--- config.mk ---
export PLATFORM = sky130hd
export DESIGN_NAME = sxtok_scan
export DESIGN_NICKNAME = d
export VERILOG_FILES = /design/src/hw/rtl/sxtok_pkg.sv /design/src/hw/rtl/sxtok_scan.sv
export SDC_FILE = /design/constraint.sdc
export NUM_CORES = 1
export LEC_CHECK = 0
export BUFFER_PORTS_ARGS = -buffer_cell sky130_fd_sc_hd__buf_2
export CORE_MARGIN = 5
export CORE_UTILIZATION = 45
export DETAILED_ROUTE_END_ITERATION = 16
export PLACE_DENSITY = 0.81
export SLEW_MARGIN = 20
export SYNTH_ARGS = -nofsm -noshare
export SYNTH_HDL_FRONTEND = slang
export SYNTH_SLANG_ARGS = --single-unit
export TNS_END_PERCENT = 30
--- constraint.sdc ---
create_clock -name clk -period 8.5 [get_ports clk]
set_input_delay 1.7 -clock clk [delete_from_list [all_inputs] [get_ports clk]]
set_output_delay 1.7 -clock clk [all_outputs]
set_load 0.05 [all_outputs]
--- src/hw/rtl/sxtok_pkg.sv ---
// Shared types and character constants for the S-expression token scanner.
`timescale 1ns / 1ps

package sxtok_pkg;

	localparam int NUMBER_W = 32;
	localparam int POS_OUT_W = 16;
	localparam int RESULT_SLOTS = 3;

	typedef enum logic [2:0] {
		KIND_LPAREN = 3'd0,
		KIND_RPAREN = 3'd1,
		KIND_INT    = 3'd2,
		KIND_SYM    = 3'd3,
		KIND_END    = 3'd4,
		KIND_ERR    = 3'd5
	} kind_t;

	typedef enum logic [1:0] {
		MODE_IDLE = 2'd0,
		MODE_INT  = 2'd1,
		MODE_SYM  = 2'd2,
		MODE_ERR  = 2'd3
	} mode_t;

	typedef struct packed {
		kind_t                 kind;
		logic [NUMBER_W-1:0]   number;
		logic [POS_OUT_W-1:0]  start_offset;
		logic [POS_OUT_W-1:0]  token_length;
		logic [POS_OUT_W-1:0]  line_no;
		logic [POS_OUT_W-1:0]  column_no;
	} result_t;

	localparam logic [7:0] CHAR_TAB    = 8'h09;
	localparam logic [7:0] CHAR_NL     = 8'h0A;
	localparam logic [7:0] CHAR_CR     = 8'h0D;
	localparam logic [7:0] CHAR_SPACE  = 8'h20;
	localparam logic [7:0] CHAR_LPAREN = 8'h28;
	localparam logic [7:0] CHAR_RPAREN = 8'h29;
	localparam logic [7:0] CHAR_STAR   = 8'h2A;
	localparam logic [7:0] CHAR_PLUS   = 8'h2B;
	localparam logic [7:0] CHAR_MINUS  = 8'h2D;
	localparam logic [7:0] CHAR_SLASH  = 8'h2F;
	localparam logic [7:0] CHAR_ZERO   = 8'h30;
	localparam logic [7:0] CHAR_NINE   = 8'h39;
	localparam logic [7:0] CHAR_UP_A   = 8'h41;
	localparam logic [7:0] CHAR_UP_Z   = 8'h5A;
	localparam logic [7:0] CHAR_UNDER  = 8'h5F;
	localparam logic [7:0] CHAR_LO_A   = 8'h61;
	localparam logic [7:0] CHAR_LO_Z   = 8'h7A;

endpackage

--- src/hw/rtl/sxtok_scan.sv ---
// Scanner state and per-byte token classification, producing up to three results.
`timescale 1ns / 1ps

module sxtok_scan import sxtok_pkg::*; #(
	parameter int POSITION_BITS = 16,
	parameter int VALUE_BITS    = 32
) (
	input  logic        clk,
	input  logic        arst_n,
	input  logic        take,
	input  logic [7:0]  char_in,
	input  logic        final_byte,
	output result_t     res [RESULT_SLOTS],
	output logic [RESULT_SLOTS-1:0] res_mask
);

	typedef logic [POSITION_BITS-1:0] pos_t;
	typedef logic [VALUE_BITS-1:0]    val_t;

	mode_t mode_q, mode_n;
	pos_t  cur_line_q, cur_col_q, cur_off_q, tok_start_q, tok_line_q, tok_col_q;
	pos_t  cur_line_n, cur_col_n, cur_off_n, tok_start_n, tok_line_n, tok_col_n;
	val_t  accum_q, accum_n, accum_x10;

	logic       is_dig, is_letter, is_extra, is_space, sym_cont;
	logic       finish0, used, b_valid, f_valid, end_valid;
	kind_t      b_kind;
	logic [3:0] dval;

	function automatic pos_t sat_inc(input pos_t v);
		return (v == '1) ? v : v + 1'b1;
	endfunction

	function automatic logic [POS_OUT_W-1:0] clip_pos(input pos_t v);
		return (32'(v) > 32'h0000_FFFF) ? 16'hFFFF : POS_OUT_W'(v);
	endfunction

	function automatic pos_t span(input pos_t stop, input pos_t start);
		return (stop >= start) ? stop - start : '0;
	endfunction

	function automatic logic [NUMBER_W-1:0] num_out(input val_t a);
		return NUMBER_W'(64'(a));
	endfunction

	always_comb begin
		is_dig    = (char_in >= CHAR_ZERO) && (char_in <= CHAR_NINE);
		is_letter = ((char_in >= CHAR_UP_A) && (char_in <= CHAR_UP_Z)) ||
			((char_in >= CHAR_LO_A) && (char_in <= CHAR_LO_Z));
		is_extra  = (char_in == CHAR_UNDER) || (char_in == CHAR_PLUS) ||
			(char_in == CHAR_MINUS) || (char_in == CHAR_STAR) || (char_in == CHAR_SLASH);
		is_space  = (char_in == CHAR_SPACE) || ((char_in >= CHAR_TAB) && (char_in <= CHAR_CR));
		sym_cont  = is_letter || is_dig || is_extra;
		dval      = 4'(char_in - CHAR_ZERO);
		accum_x10 = {accum_q[VALUE_BITS-4:0], 3'b000} + {accum_q[VALUE_BITS-2:0], 1'b0} +
			VALUE_BITS'(dval);

		used    = ((mode_q == MODE_INT) && is_dig) || ((mode_q == MODE_SYM) && sym_cont);
		finish0 = ((mode_q == MODE_INT) && !is_dig) || ((mode_q == MODE_SYM) && !sym_cont);

		mode_n      = finish0 ? MODE_IDLE : mode_q;
		tok_start_n = tok_start_q;
		tok_line_n  = tok_line_q;
		tok_col_n   = tok_col_q;
		accum_n     = ((mode_q == MODE_INT) && is_dig) ? accum_x10 : accum_q;
		b_valid     = 1'b0;
		b_kind      = KIND_ERR;

		if (!used) begin
			if (is_space) begin
				b_valid = 1'b0;
			end else if (char_in == CHAR_LPAREN) begin
				b_valid = 1'b1;
				b_kind  = KIND_LPAREN;
			end else if (char_in == CHAR_RPAREN) begin
				b_valid = 1'b1;
				b_kind  = KIND_RPAREN;
			end else if (is_dig || is_letter || is_extra) begin
				mode_n      = is_dig ? MODE_INT : MODE_SYM;
				tok_start_n = cur_off_q;
				tok_line_n  = cur_line_q;
				tok_col_n   = cur_col_q;
				if (is_dig) begin
					accum_n = VALUE_BITS'(dval);
				end
			end else begin
				b_valid = 1'b1;
				b_kind  = KIND_ERR;
				mode_n  = MODE_ERR;
			end
		end

		cur_line_n = (char_in == CHAR_NL) ? sat_inc(cur_line_q) : cur_line_q;
		cur_col_n  = (char_in == CHAR_NL) ? pos_t'(1) : sat_inc(cur_col_q);
		cur_off_n  = sat_inc(cur_off_q);

		f_valid   = final_byte && ((mode_n == MODE_INT) || (mode_n == MODE_SYM));
		end_valid = final_byte && (mode_n != MODE_ERR);

		res[0].kind         = (mode_q == MODE_INT) ? KIND_INT : KIND_SYM;
		res[0].number       = (mode_q == MODE_INT) ? num_out(accum_q) : '0;
		res[0].start_offset = clip_pos(tok_start_q);
		res[0].token_length = clip_pos(span(cur_off_q, tok_start_q));
		res[0].line_no      = clip_pos(tok_line_q);
		res[0].column_no    = clip_pos(tok_col_q);

		if (b_valid) begin
			res[1].kind         = b_kind;
			res[1].number       = (b_kind == KIND_ERR) ? NUMBER_W'(char_in) : '0;
			res[1].start_offset = clip_pos(cur_off_q);
			res[1].token_length = POS_OUT_W'(1);
			res[1].line_no      = clip_pos(cur_line_q);
			res[1].column_no    = clip_pos(cur_col_q);
		end else begin
			res[1].kind         = (mode_n == MODE_INT) ? KIND_INT : KIND_SYM;
			res[1].number       = (mode_n == MODE_INT) ? num_out(accum_n) : '0;
			res[1].start_offset = clip_pos(tok_start_n);
			res[1].token_length = clip_pos(span(cur_off_n, tok_start_n));
			res[1].line_no      = clip_pos(tok_line_n);
			res[1].column_no    = clip_pos(tok_col_n);
		end

		res[2].kind         = KIND_END;
		res[2].number       = '0;
		res[2].start_offset = clip_pos(cur_off_n);
		res[2].token_length = '0;
		res[2].line_no      = clip_pos(cur_line_n);
		res[2].column_no    = clip_pos(cur_col_n);

		if (mode_q == MODE_ERR) begin
			res_mask = '0;
		end else begin
			res_mask = {end_valid, b_valid || f_valid, finish0};
		end
	end

	always_ff @(posedge clk or negedge arst_n) begin
		if (!arst_n) begin
			mode_q      <= MODE_IDLE;
			cur_line_q  <= pos_t'(1);
			cur_col_q   <= pos_t'(1);
			cur_off_q   <= '0;
			tok_start_q <= '0;
			tok_line_q  <= pos_t'(1);
			tok_col_q   <= pos_t'(1);
			accum_q     <= '0;
		end else if (take) begin
			if (final_byte) begin
				mode_q      <= MODE_IDLE;
				cur_line_q  <= pos_t'(1);
				cur_col_q   <= pos_t'(1);
				cur_off_q   <= '0;
				tok_start_q <= '0;
				tok_line_q  <= pos_t'(1);
				tok_col_q   <= pos_t'(1);
				accum_q     <= '0;
			end else if (mode_q != MODE_ERR) begin
				mode_q      <= mode_n;
				cur_line_q  <= cur_line_n;
				cur_col_q   <= cur_col_n;
				cur_off_q   <= cur_off_n;
				tok_start_q <= tok_start_n;
				tok_line_q  <= tok_line_n;
				tok_col_q   <= tok_col_n;
				accum_q     <= accum_n;
			end
		end
	end

	// A source always ends with the scanner back between tokens at the origin.
	assert property (@(posedge clk) disable iff (!arst_n)
		take && final_byte |=> mode_q == MODE_IDLE && cur_off_q == '0)
		else $error("scanner did not restart after final byte");

	// A token start never lies beyond the current position.
	assert property (@(posedge clk) disable iff (!arst_n)
		tok_start_q <= cur_off_q)
		else $error("token start ahead of current offset");

	// After an unexpected byte the scanner ignores the source until its final byte.
	assert property (@(posedge clk) disable iff (!arst_n)
		mode_q == MODE_ERR && !(take && final_byte) |=> mode_q == MODE_ERR)
		else $error("scanner left error mode before the final byte");

endmodule

**After elaboration in Yosys (flattened, before gate mapping)**

Cells that the tools add are included.

- Bits in registers: 130
- Input port bits: 12
- Output and inout bits: 300
- Word-level logic and storage cells: 140

- Add/sub/neg operators: 8
- $lt $le $gt $ge: 10
- Equal/unequal tests: 20
- Multiplexer cells: 68
- Reduce and logical (&&, ||, !) cells: 26

Operator list:

| operator | count |
|---|---|
| 2-to-1 mux 16 bit | 34 |
| 2-to-1 mux 32 bit | 11 |
| 2-to-1 mux 99 bit | 1 |
| == test 8 x 6 -> 1 bit, second input constant | 7 |
| adder 16 x 1 -> 16 bit, second input constant | 3 |
| == test 16 bit, second input constant | 3 |
| adder 32 bit | 1 |
| adder 32 x 4 -> 32 bit | 1 |
| >= comparator 16 bit | 2 |
| subtractor 16 bit | 2 |
| 2-to-1 mux 2 bit | 9 |
| >= comparator 8 x 7 -> 1 bit, second input constant | 2 |
| <= comparator 8 x 7 -> 1 bit, second input constant | 2 |
| 2-to-1 mux 3 bit | 5 |
| logical OR 1 bit | 12 |
| logical AND 1 bit | 10 |
| == test 8 x 4 -> 1 bit, second input constant | 1 |
| == test 8 x 7 -> 1 bit, second input constant | 1 |
| >= comparator 8 x 4 -> 1 bit, second input constant | 1 |
| >= comparator 8 x 6 -> 1 bit, second input constant | 1 |
| <= comparator 8 x 4 -> 1 bit, second input constant | 1 |
| <= comparator 8 x 6 -> 1 bit, second input constant | 1 |
| 2-to-1 mux 8 bit | 1 |
| 2-to-1 mux 1 bit | 7 |
| other kinds (8) | 13 |

**Longest topological paths before layout**

Gate-level depths: netlist of run 1.

- Depth in word-level cells: 19
- Depth in mapped cells: 21
- Gate-level depth less buffers: 19

**Least setup slack after synthesis of run 1**

OpenSTA, ideal clock, no wires.

- Kind: input-to-output
- Start point: in char_in[2]
- End point: out res[136] (netlist name)
- Arrival time: 6.160 ns
- Data required time: 6.800 ns
- Setup slack: 0.640 ns
- Stages: 19
- Path buffers: 2
- Path through: buf_2 -> or2_4 -> nor4_1 -> nor4b_1 -> or4b_1 -> buf_4 -> nand3_2 -> mux2i_1 -> inv_1 -> fa_1 -> nor2b_1 -> o21ai_0 -> a21oi_1 -> a211oi_1 -> o31ai_1 -> o21ai_0 -> a21boi_0 -> o21ai_1 -> nor3_1

RTL lines:

| item | RTL line | RTL |
|---|---|---|
| start: declaration | sxtok_scan.sv:11 | `input logic [7:0] char_in,` |
| end: declaration | sxtok_scan.sv:13 | `output result_t res [RESULT_SLOTS],` |

==> metrics.yaml, run 1 <==
outcome: "completed"
ys_dominant_reg_cell: "sky130_fd_sc_hd__dfrtp_1"
post_layout_instance_count_excluding_filler_cells: 1922
placement_rows: 58
cpPeakStageDelay_ns: 0.57
fmaxAchievable_mhz: 123.7
placed_cell_area_um2: 12890
ir_drop_mv: 0.1165
synth.cell_area_um2: 11570
die_h_um: 170.3
gp_routability_congestion: 0.9815
via_count_of_the_first_global_routing_pass: 10960
final_period_utilization_pct: 95.09
postCtsHoldBufs: 0
totalNegativeSetupSlack_ns: 0
ys_ff_latch: 130
synth_warnings: 0
detail_route.wl_per_cell_um: 19.63
n_fill_cell: 2374
max_cap_viol_count: 0
core_region_um2: 25250
slowest_stage: "sky130_fd_sc_hd__or4_4"
antenna_found_initial: 0
cts.repair_timing.setup_buffer_count: 0
grt_util_all_layers_pct: 25.10
rsz0062_at_grt: "no"
routed_wl_mm: 37.73
worstMarginPinSlew_ns: 0.9197
layout.cell_area.non_filler_um2: 13520
max_slew_margin_pct: 38.69
syn_area_per_cell_um2: 8.506
power_mw: 2.151
finalSetupViolCount: 0
dpl.cell_count: 1890
wire_length_of_the_first_global_routing_pass_mm: 58.79
worstSkewPairLatency_ns: 0.43
power-per-cell-area_nw_per_um2: 159.1
clockBufferDepth: 2
die-area_um2: 29010
cp_data_arrival_time_ns: 6.38
synth_enable_flop_cells: 0
startpoint_type: "primary input"
synthDominantCellAreaShare_pct: 27.26
crit_path_cell_trace: "buf_2 -> or4_4 -> or4b_1 -> o21ai_2 -> nor2_1 -> nand3_2 -> mux2i_1 -> inv_1 -> fa_1 -> nor2b_1 -> o21ai_0 -> a21oi_1 -> a211oi_1 -> buf_4 -> o31ai_1 -> o21ai_0 -> a21boi_0 -> o21ai_2 -> buf_4 -> nor3_1 -> buf_2"
postSynthCellCount: 1360
cts_resized: 0
detailed_place_hpwl_mm: 28.02
place.port_buffers: 258
root_buffer: "sky130_fd_sc_hd__clkbuf_16"
tritoncts: "built"
clock-sinks: 130
p_leak_nw: 7.219
timing.setup.critical_path_class: "primary input to output pin"
synth_async_sr_flop_share_pct: 100.0
drt_pre_antenna_iters: 5
floorplan.initialDensity_pct: 45.81
clk_transition_reported_paths_ns: 0.08
finalHoldWorstSlack_ns: 0.4733
yosysUniqueCellTypes: 81
hold_path_class: "register to register"
crit_path_end_kind: "output pin"
ys_seq_area_share_pct: 28.16
drt_drc_violations_left: 0
grt_start_max_net_pins: 68
ant_nets: 0
timing.critical_path.required_ns: 6.80
final_net_count: 1690
crit_fanout: 11
area_growth_pct: 16.83
h-tree-depth: 4
floorplan.die.width_um: 170.3
fraction_of_final_layout_cells_with_drive_strength_greater_than_1_pct: 23.93
timing.final.hold_violations: 0
drt-initial-drc-count: 975
slew_viol_final: 0
numCtsBuffers: 17
finalClockSkew_ns: 0.01809
diodes: 0
boundaryPins: 312
synthDominantAreaCellType: "sky130_fd_sc_hd__dfrtp_1"
vias: 11260
detail_route.vias_per_cell: 5.860
synth_area_leaders: "sky130_fd_sc_hd__dfrtp_1 27%, sky130_fd_sc_hd__ha_1 10%, sky130_fd_sc_hd__a22o_1 5.5%"
min_period_ns: 8.082
globalRoute.totalOverflow: 0
[per-stage QoR]
step           worst slack, ns  util (%)
2_1_floorplan           0.6401         -
3_3_place_gp            0.4904     51.05
3_5_place_dp            0.3841     51.05
4_1_cts                 0.3414     53.49
5_1_grt                0.03576     53.52
6_report                0.4177     53.52
[layout make-up]
| class | instances | area (um^2) | share of cell area, % |
|---|---|---|---|
| Timing Repair Buffer | 276 | 1433 | 10.60 |
| Inverter | 46 | 172.7 | 1.278 |
| Clock buffer | 17 | 425.4 | 3.148 |
| Clock inverter | 15 | 191.4 | 1.416 |
| Tap cell | 330 | 412.9 | 3.055 |
| Multi-Input combinational cell | 1108 | 7622 | 56.40 |
| Sequential cell | 130 | 3258 | 24.11 |
[where the power goes]
| group | switching [mW] | total [mW] | internal [mW] |
|---|---|---|---|
| Combinational | 0.553 | 0.742 | 0.189 |
| Sequential | 0.0227 | 0.652 | 0.629 |
| Clock | 0.356 | 0.757 | 0.401 |
| Total | 0.932 | 2.15 | 1.22 |
[worst max-delay path: cells and delay by family]
kind	cells	cell delay (ns)
and+or+nand+nor	6	1.70
muxes	1	0.30
AOI/OAI and AO/OA	8	1.37
adders and majority gates	1	0.41
buffers and inverters	5	0.89
[registers in the layout, summed over array words and instances, names as in the netlist]
register	cells
cur_off_q	16
tok_start_q	16
accum_q	32
tok_col_q	16
cur_col_q	16
mode_q	2
cur_line_q	16
tok_line_q	16
[cell usage in the layout (no fill, tap or decap), types with 11 or more instances in the layout]
master	synthesis	routed
sky130_fd_sc_hd__nand2b_1	11	11
sky130_fd_sc_hd__buf_2	14	257
sky130_fd_sc_hd__a21o_1	31	30
sky130_fd_sc_hd__nor2b_1	13	13
sky130_fd_sc_hd__dfrtp_1	126	126
sky130_fd_sc_hd__o22ai_1	18	18
sky130_fd_sc_hd__xnor2_1	43	43
sky130_fd_sc_hd__mux2_2	41	41
sky130_fd_sc_hd__nor2_1	107	104
sky130_fd_sc_hd__o21ai_0	98	98
sky130_fd_sc_hd__mux2i_1	17	17
sky130_fd_sc_hd__buf_4	57	18
sky130_fd_sc_hd__a22o_1	73	73
sky130_fd_sc_hd__nand4_1	17	17
sky130_fd_sc_hd__and2_1	41	41
sky130_fd_sc_hd__xor2_1	44	44
sky130_fd_sc_hd__nand3_1	26	26
sky130_fd_sc_hd__nand2_1	115	115
sky130_fd_sc_hd__nor3_1	27	27
sky130_fd_sc_hd__clkbuf_16	0	17
sky130_fd_sc_hd__inv_1	44	44
sky130_fd_sc_hd__a21oi_1	76	76
sky130_fd_sc_hd__conb_1	2	53
sky130_fd_sc_hd__and3_1	17	17
sky130_fd_sc_hd__ha_1	95	95
[Yosys cell counts, drive strengths merged (4+ instances only)]
cell type / instances
inv: 45
nor2: 109
and4: 5
buf: 79
and2: 41
a22oi: 10
a21boi: 5
o31ai: 10
nand3: 27
o211ai: 5
fa: 4
o21ai: 110
nand2: 115
mux2i: 17
or3: 5
ha: 95
and3: 17
a21o: 31
o22ai: 18
dfstp: 4
nand2b: 11
o21bai: 6
clkbuf: 48
xor2: 44
a211oi: 5
xnor2: 43
nor3: 27
o21a: 10
a22o: 73
dfrtp: 126
a31oi: 10
a21oi: 77
mux2: 45
nor2b: 13
nand4: 18
[layer usage]
metal	vias to the layer above	share of wire (%)	track usage [%]
li1	5253	-	-
met5	-	0	0
met3	88	7.1	4.715
met2	555	47	41.59
met1	5367	42	32.43
met4	0	3.7	9.965
[final timing paths]
check                                     startpoint                   endpoint  slack, ns  cells after the start
hold reg to reg            tok_line_q[0]$_DFFE_PN1P_  tok_line_q[0]$_DFFE_PN1P_       0.47                      2
setup reg to reg              accum_q[0]$_DFFE_PN0P_    accum_q[28]$_DFFE_PN0P_       4.74                     12
max in group asynchronous                     arst_n  cur_line_q[2]$_DFFE_PN0P_       5.88                      2
hold / removal             tok_line_q[0]$_DFFE_PN1P_  tok_line_q[0]$_DFFE_PN1P_       0.47                      2
setup / recovery                          char_in[7]                   res[133]       0.42                     21
min in group asynchronous                     arst_n    accum_q[30]$_DFFE_PN0P_       1.24                      1
[cells by family (layout without fill, tap and decap cells)]
family / after synthesis / count (layout) / synth area share, %
xor gates and xnor gates: 87 / 87 / 6.587
buffers and inverters: 173 / 354 / 7.971
DFF: 130 / 130 / 28.16
adders and majority gates: 99 / 99 / 10.97
AOI/OAI and AO/OA: 398 / 398 / 22.95
muxes: 62 / 62 / 5.851
and+or+nand+nor: 409 / 409 / 17.45
other: 2 / 53 / 0.06492
No activity file was read; power rests on OpenSTA's default activity.
==> run 2, diff against run 1 <==
--- a/config.mk
+++ b/config.mk
@@ -5,11 +5,13 @@
 export SDC_FILE = /design/constraint.sdc
 export NUM_CORES = 1
 export LEC_CHECK = 0
+export ABC_CLOCK_PERIOD_IN_PS = 8500
 export BUFFER_PORTS_ARGS = -buffer_cell sky130_fd_sc_hd__buf_2
-export CORE_MARGIN = 5
+export CORE_MARGIN = 3
 export CORE_UTILIZATION = 45
 export DETAILED_ROUTE_END_ITERATION = 16
 export PLACE_DENSITY = 0.81
+export RECOVER_POWER = 25
 export SLEW_MARGIN = 20
 export SYNTH_ARGS = -nofsm -noshare
 export SYNTH_HDL_FRONTEND = slang
==> metrics.yaml, run 2 (synthesis results as in run 1) <==
worstSetupStartpoint: "char_in[7]"
final_net_count: 1691  # +0.059%
ir_drop_mv: 0.09692  # -17%
boundaryPins: 312  # unchanged
finalSetupViolCount: 0  # unchanged
fraction_of_final_layout_cells_with_drive_strength_greater_than_1_pct: 23.92  # about the same
finalClockSkew_ns: 0.01441  # -0.003685 ns
p_leak_nw: 7.206  # -0.18%
largest_register: "accum_q"
clockBufferDepth: 2  # unchanged
post_layout_instance_count_excluding_filler_cells: 1924  # +0.10%
clk_transition_reported_paths_ns: 0.06  # -0.02 ns
outcome: "complete, but fails checks"
floorplan.initialDensity_pct: 45.81  # unchanged
net-switching-power_mw: 0.9227  # -1.0%
crit_fanout: 6  # -5
cp_data_arrival_time_ns: 6.39  # about the same
slew_viol_final: 133  # +133
die-area_um2: 27670  # -4.6%
drt_pre_antenna_iters: 6  # +1
startpoint_of_the_worst_slack_reg_to_reg_timing_path: "accum_q[0]$_DFFE_PN0P_"
min_period_ns: 8.088  # +0.005477 ns
die_h_um: 166.3  # -2.3%
dr_wl_met2_mm: 17.05  # -4.3%
rsz0062_at_grt: "no"
ant_nets: 0  # unchanged
antenna_found_initial: 2  # +2
routedLengthMet1_mm: 15.82  # -0.16%
detailed_place_hpwl_mm: 28.04  # about the same
gp_routability_congestion: 0.9562  # -2.6%
final_period_utilization_pct: 95.15  # about the same
grt_util_all_layers_pct: 25.99  # +0.90 points
fmaxAchievable_mhz: 123.6  # about the same
timing.final.hold_violations: 0  # unchanged
crit_path_end_kind: "output pin"
h-tree-depth: 4  # unchanged
via_count_of_the_first_global_routing_pass: 10810  # -1.3%
timing.critical_path.to: "res[136]"
vias: 11350  # +0.80%
globalRoute.totalOverflow: 0  # unchanged
placed_cell_area_um2: 12900  # about the same
timing.critical_path.required_ns: 6.80  # about the same
routed_wl_mm: 37.37  # -0.96%
root_buffer: "sky130_fd_sc_hd__clkbuf_16"
detail_route.wl_per_cell_um: 19.42  # -1.1%
startpoint_type: "primary input"
numCtsBuffers: 17  # unchanged
layout_commonest_cell: "sky130_fd_sc_hd__buf_2"
place.port_buffers: 258  # unchanged
placement_rows: 58  # unchanged
core_region_um2: 25250  # unchanged
final_core_utilization_pct: 53.44  # -0.079 points
finalHoldWorstSlack_ns: 0.4772  # +0.003936 ns
worstMarginPinSlew_ns: 3.666  # +2.746 ns
timing.reg2reg.worst_path_depth: 12  # unchanged
detail_route.vias_per_cell: 5.901  # +0.69%
totalNegativeSetupSlack_ns: 0  # unchanged
dr_wl_met3_mm: 2.758  # +2.9%
floorplan.die.width_um: 166.3  # -2.3%
rrSetupSlack_ns: 4.77  # +0.03 ns
worstSkewPairLatency_ns: 0.43  # about the same
critical_path.reg2reg.endpoint: "accum_q[28]$_DFFE_PN0P_"
wire_length_of_the_first_global_routing_pass_mm: 59.03  # +0.40%
largest_register_ff_count: 32  # unchanged
area_growth_pct: 16.66
layout.cell_area.non_filler_um2: 13500  # -0.15%
cts.repair_timing.setup_buffer_count: 0  # unchanged
grt_start_max_net_pins: 69  # +1.5%
p_comb_share_pct: 34.4  # about the same
clockPowerShare_pct: 35.4  # +0.2 points
failed_checks: "max-capacitance violations, max-slew violations"
max_cap_viol_count: 2  # +2
p_int_mw: 1.238  # +1.6%
drt-initial-drc-count: 1139  # +17%
tritoncts: "built"
clock-sinks: 130  # unchanged
timing.setup.critical_path_class: "primary input to output pin"
power_frac_seq_pct: 30.2  # about the same
mostFrequentLayoutCells: "256 x sky130_fd_sc_hd__buf_2, 126 x sky130_fd_sc_hd__dfrtp_1, 115 x sky130_fd_sc_hd__nand2_1, 105 x sky130_fd_sc_hd__nor2_1, 98 x sky130_fd_sc_hd__o21ai_0"
dpl.cell_count: 1891  # +0.053%
power.switching_fraction_pct: 42.71  # -0.63 points
power-per-cell-area_nw_per_um2: 160.1  # +0.60%
n_fill_cell: 2375  # +0.042%
max_slew_margin_pct: -144.4  # -180 points
drt_drc_violations_left: 0  # unchanged
hold_path_class: "register to register"
postCtsHoldBufs: 0  # unchanged
highest_layer: "met5"
## run 2: cell types whose count changed in the layout (fill, tap and decap cells not counted), sizes merged
cell,change
clkbuf,+3
bufinv,+1
clkinvlp,+1
inv,+3
clkinv,-5
diode,+1
buf,-2
## run 2: worst min path at each step
stage / from / to / slack [ns] / cells after the start
final: tok_line_q[0]$_DFFE_PN1P_ / tok_line_q[0]$_DFFE_PN1P_ / 0.48 / 2
after floorplan: accum_q[29]$_DFFE_PN0P_ / accum_q[29]$_DFFE_PN0P_ / 0.48 / 2
after detailed placement: tok_line_q[0]$_DFFE_PN1P_ / tok_line_q[0]$_DFFE_PN1P_ / 0.47 / 2
after global routing: tok_line_q[0]$_DFFE_PN1P_ / tok_line_q[0]$_DFFE_PN1P_ / 0.49 / 2
after global placement: tok_line_q[0]$_DFFE_PN1P_ / tok_line_q[0]$_DFFE_PN1P_ / 0.46 / 2
after CTS: tok_line_q[0]$_DFFE_PN1P_ / tok_line_q[0]$_DFFE_PN1P_ / 0.47 / 2
## run 2: critical path, cell delays in order
cell and delay (ns):
sky130_fd_sc_hd__buf_2 0.14, sky130_fd_sc_hd__or4_4 0.56, sky130_fd_sc_hd__or4b_1 0.50, sky130_fd_sc_hd__o21ai_2 0.15
sky130_fd_sc_hd__nor2_1 0.16, sky130_fd_sc_hd__nand3_2 0.18, sky130_fd_sc_hd__mux2i_2 0.31, sky130_fd_sc_hd__inv_1 0.10
sky130_fd_sc_hd__fa_1 0.42, sky130_fd_sc_hd__nor2b_2 0.19, sky130_fd_sc_hd__o21ai_0 0.12, sky130_fd_sc_hd__a21oi_1 0.16
sky130_fd_sc_hd__a211oi_1 0.07, sky130_fd_sc_hd__buf_4 0.16, sky130_fd_sc_hd__o31ai_2 0.25, sky130_fd_sc_hd__o21ai_0 0.11
sky130_fd_sc_hd__a21boi_0 0.27, sky130_fd_sc_hd__o21ai_1 0.12, sky130_fd_sc_hd__buf_4 0.18, sky130_fd_sc_hd__nor3_1 0.24
sky130_fd_sc_hd__buf_2 0.31
## run 2: power by group through the flow
stage / clock (mW) / sequential (mW) / combinational [mW]
finish: 0.765 / 0.651 / 0.743
floorplan: 0 / 0.657 / 0.581
global route: 0.803 / 0.653 / 0.787
global placement: 0 / 0.662 / 0.730
detailed placement: 0 / 0.662 / 0.735
CTS: 0.772 / 0.650 / 0.739
## run 2: metal layers
layer	up-vias	track usage, %
li1	5259	-
met3	115	5.499
met2	567	41.47
met4	2	12.30
met5	-	0
met1	5410	33.85
## run 2: area by class of cell
class | count | area, um^2 | area share, %
Timing Repair Buffer | 277 | 1431 | 10.61
Clock inverter | 15 | 165.2 | 1.224
Tap cell | 330 | 412.9 | 3.060
Clock buffer | 17 | 425.4 | 3.152
Multi-Input combinational cell | 1108 | 7627 | 56.52
Antenna cell | 1 | 2.502 | 0.01854
Sequential cell | 130 | 3258 | 24.14
Inverter | 46 | 172.7 | 1.279
## run 2: stage by stage
step / worst slack, ns / power (mW)
floorplan: 0.6401 / 1.238
global placement: 0.5087 / 1.392
detailed placement: 0.3272 / 1.397
CTS: 0.2772 / 2.162
global route: 0.07667 / 2.242
finish: 0.4122 / 2.160
## run 2: what timing repair did
action,4_1_cts,5_1_grt
resized for setup,0,4
setup endpoints to repair,0,10
endpoints found under the hold margin,0,0
==> run 3, diff against run 2 <==
--- a/config.mk
+++ b/config.mk
@@ -12,6 +12,7 @@
 export DETAILED_ROUTE_END_ITERATION = 16
 export PLACE_DENSITY = 0.81
 export RECOVER_POWER = 25
+export REMOVE_ABC_BUFFERS = 1
 export SLEW_MARGIN = 20
 export SYNTH_ARGS = -nofsm -noshare
 export SYNTH_HDL_FRONTEND = slang
==> metrics.yaml, run 3 (synthesis results as in run 1) <==
outcome: "complete, but fails checks"
failed_checks: "max-capacitance violations, max-slew violations"
globalRoute.totalOverflow: 0  # unchanged
power_mw: 2.138  # -1.0%
antenna_found_initial: 1  # -1
die-area_um2: 27670  # unchanged
drt_pre_antenna_iters: 5  # -1
detail_route.vias_per_cell: 5.891  # -0.16%
post_layout_instance_count_excluding_filler_cells: 1923  # -0.052%
detail_route.wl_per_cell_um: 19.52  # +0.50%
rrSetupSlack_ns: 4.70  # -0.07 ns
via_count_of_the_first_global_routing_pass: 10800  # -0.18%
dpl.cell_count: 1890  # -0.053%
routed_wl_mm: 37.54  # +0.45%
clockBufferDepth: 2  # unchanged
slew_viol_final: 173  # +30%
clock-sinks: 130  # unchanged
final_period_utilization_pct: 96.28  # +1.1 points
place.port_buffers: 258  # unchanged
h-tree-depth: 4  # unchanged
multi_input_comb_area_um2: 7619  # -0.11%
floorplan.die.width_um: 166.3  # unchanged
floorplan.initialDensity_pct: 45.81  # unchanged
hold_path_class: "register to register"
final_core_utilization_pct: 53.14  # -0.30 points
vias: 11330  # -0.21%
finalClockSkew_ns: 0.01358  # -0.0008316 ns
min_period_ns: 8.184  # +0.09609 ns
crit_path_end_kind: "output pin"
detailed_place_hpwl_mm: 27.68  # -1.3%
clk_transition_reported_paths_ns: 0.06  # about the same
startpoint_of_the_worst_slack_reg_to_reg_timing_path: "accum_q[0]$_DFFE_PN0P_"
root_buffer: "sky130_fd_sc_hd__clkbuf_16"
finalHoldWorstSlack_ns: 0.4672  # -0.01007 ns
worstMarginPinSlew_ns: 3.482  # -0.1839 ns
layout_commonest_cell: "sky130_fd_sc_hd__buf_2"
drt_drc_violations_left: 0  # unchanged
numCtsBuffers: 17  # unchanged
worstSetupStartpoint: "char_in[7]"
drt-initial-drc-count: 922  # -19%
power-per-cell-area_nw_per_um2: 159.3  # -0.48%
area_growth_pct: 16.00
placement_rows: 58  # unchanged
ir_drop_mv: 0.1599  # +65%
gp_routability_congestion: 1.020  # +6.7%
fraction_of_final_layout_cells_with_drive_strength_greater_than_1_pct: 21.48  # -2.4 points
mostFrequentLayoutCells: "221 x sky130_fd_sc_hd__buf_2, 126 x sky130_fd_sc_hd__dfrtp_1, 115 x sky130_fd_sc_hd__nand2_1, 104 x sky130_fd_sc_hd__nor2_1, 98 x sky130_fd_sc_hd__o21ai_0"
boundaryPins: 312  # unchanged
largest_register: "accum_q"
finalSetupViolCount: 0  # unchanged
ant_nets: 0  # unchanged
wire_length_of_the_first_global_routing_pass_mm: 59.69  # +1.1%
grt_start_max_net_pins: 74  # +7.2%
timing.reg2reg.worst_path_depth: 12  # unchanged
fmaxAchievable_mhz: 122.2  # -1.2%
crit_fanout: 7  # +1
final_net_count: 1690  # -0.059%
worstSkewPairLatency_ns: 0.42  # about the same
critical_path.reg2reg.endpoint: "accum_q[28]$_DFFE_PN0P_"
cts.repair_timing.setup_buffer_count: 0  # unchanged
timing.critical_path.required_ns: 6.80  # about the same
timing.final.hold_violations: 0  # unchanged
seqCellArea_um2: 3258  # unchanged
n_fill_cell: 2374  # -0.042%
p_leak_nw: 7.036  # -2.4%
largest_register_ff_count: 32  # unchanged
cp_data_arrival_time_ns: 6.48  # +0.09 ns
tritoncts: "built"
die_h_um: 166.3  # unchanged
rsz0062_at_grt: "yes"
startpoint_type: "primary input"
max_slew_margin_pct: -132.1  # +12 points
grt_util_all_layers_pct: 26.17  # +0.17 points
timing.setup.critical_path_class: "primary input to output pin"
max_cap_viol_count: 3  # +1
timing.critical_path.to: "res[133]"
core_region_um2: 25250  # unchanged
-- run 3: cell count changes in the layout (fill, tap and decap cells not counted), moves of 2 or more --
cell                       previous run  this run
sky130_fd_sc_hd__buf_2              256       221
sky130_fd_sc_hd__buf_4               18        16
sky130_fd_sc_hd__inv_6                6         4
sky130_fd_sc_hd__clkbuf_1             2        38
-- run 3: metrics by stage --
step                      setup slack (ns)  setup TNS (ns)  area (um^2)
after floorplan                     0.1553               0        11010
after global placement              0.4890               0        12890
after detailed placement            0.3640               0        12890
after global routing              -0.02597        -0.02597        13420
after CTS                           0.3423               0        13470
final                               0.3161               0        13420
-- run 3: layout make-up --
| cell class | count | area share [%] |
|---|---|---|
| inverter | 46 | 1.287 |
| antenna | 1 | 0.01865 |
| sequential | 130 | 24.28 |
| timing repair buffer | 276 | 10.24 |
| multi-input combinational | 1108 | 56.77 |
| tap | 330 | 3.077 |
| clock buffer | 18 | 3.273 |
| clock inverter | 14 | 1.054 |
-- run 3: repair_timing --
item,in CTS,in global routing
endpoints found under the setup margin,0,1
hold buffers,0,0
resized for setup,0,0
-- run 3: how the worst min path moves through the flow --
stage                        startpoint                  endpoint  slack, ns  depth (start not counted)
2_1_floorplan   accum_q[29]$_DFFE_PN0P_   accum_q[29]$_DFFE_PN0P_       0.49                          2
3_3_place_gp   tok_col_q[0]$_DFFE_PN1P_  tok_col_q[0]$_DFFE_PN1P_       0.45                          2
3_5_place_dp   tok_col_q[0]$_DFFE_PN1P_  tok_col_q[0]$_DFFE_PN1P_       0.46                          2
4_1_cts        tok_col_q[0]$_DFFE_PN1P_  tok_col_q[0]$_DFFE_PN1P_       0.47                          2
5_1_grt        tok_col_q[0]$_DFFE_PN1P_  tok_col_q[0]$_DFFE_PN1P_       0.50                          2
6_report       tok_col_q[0]$_DFFE_PN1P_  tok_col_q[0]$_DFFE_PN1P_       0.47                          2
-- run 3: power by group --
group / leakage (nW) / total, mW / switching (mW) / internal, mW
logic: 4.96 / 0.744 / 0.556 / 0.188
registers: 1.79 / 0.650 / 0.0207 / 0.629
clock network: 0.283 / 0.744 / 0.324 / 0.420
total: 7.04 / 2.14 / 0.901 / 1.24
-- run 3: critical path: stages --
cell and delay, ns:
sky130_fd_sc_hd__buf_2 0.13, sky130_fd_sc_hd__or4_4 0.56, sky130_fd_sc_hd__or4b_1 0.50, sky130_fd_sc_hd__o21ai_2 0.14, sky130_fd_sc_hd__nor2_1 0.15, sky130_fd_sc_hd__nand3_2 0.22
sky130_fd_sc_hd__mux2i_1 0.33, sky130_fd_sc_hd__inv_1 0.10, sky130_fd_sc_hd__fa_1 0.41, sky130_fd_sc_hd__nor2b_1 0.16, sky130_fd_sc_hd__o21ai_0 0.12, sky130_fd_sc_hd__a21oi_1 0.17
sky130_fd_sc_hd__a211oi_1 0.07, sky130_fd_sc_hd__buf_4 0.16, sky130_fd_sc_hd__o31ai_1 0.26, sky130_fd_sc_hd__o21ai_0 0.12, sky130_fd_sc_hd__a21boi_0 0.26, sky130_fd_sc_hd__o21ai_1 0.21
sky130_fd_sc_hd__nor3_1 0.35, sky130_fd_sc_hd__buf_2 0.33
-- run 3: metal layers --
| layer | vias up | wire, um | GRT usage, % |
|---|---|---|---|
| li1 | 5260 | - | - |
| met3 | 60 | 2627 | 4.142 |
| met1 | 5460 | 16160 | 35.09 |
| met5 | - | 0 | 0 |
| met2 | 549 | 17870 | 44.21 |
| met4 | 0 | 888 | 7.066 |
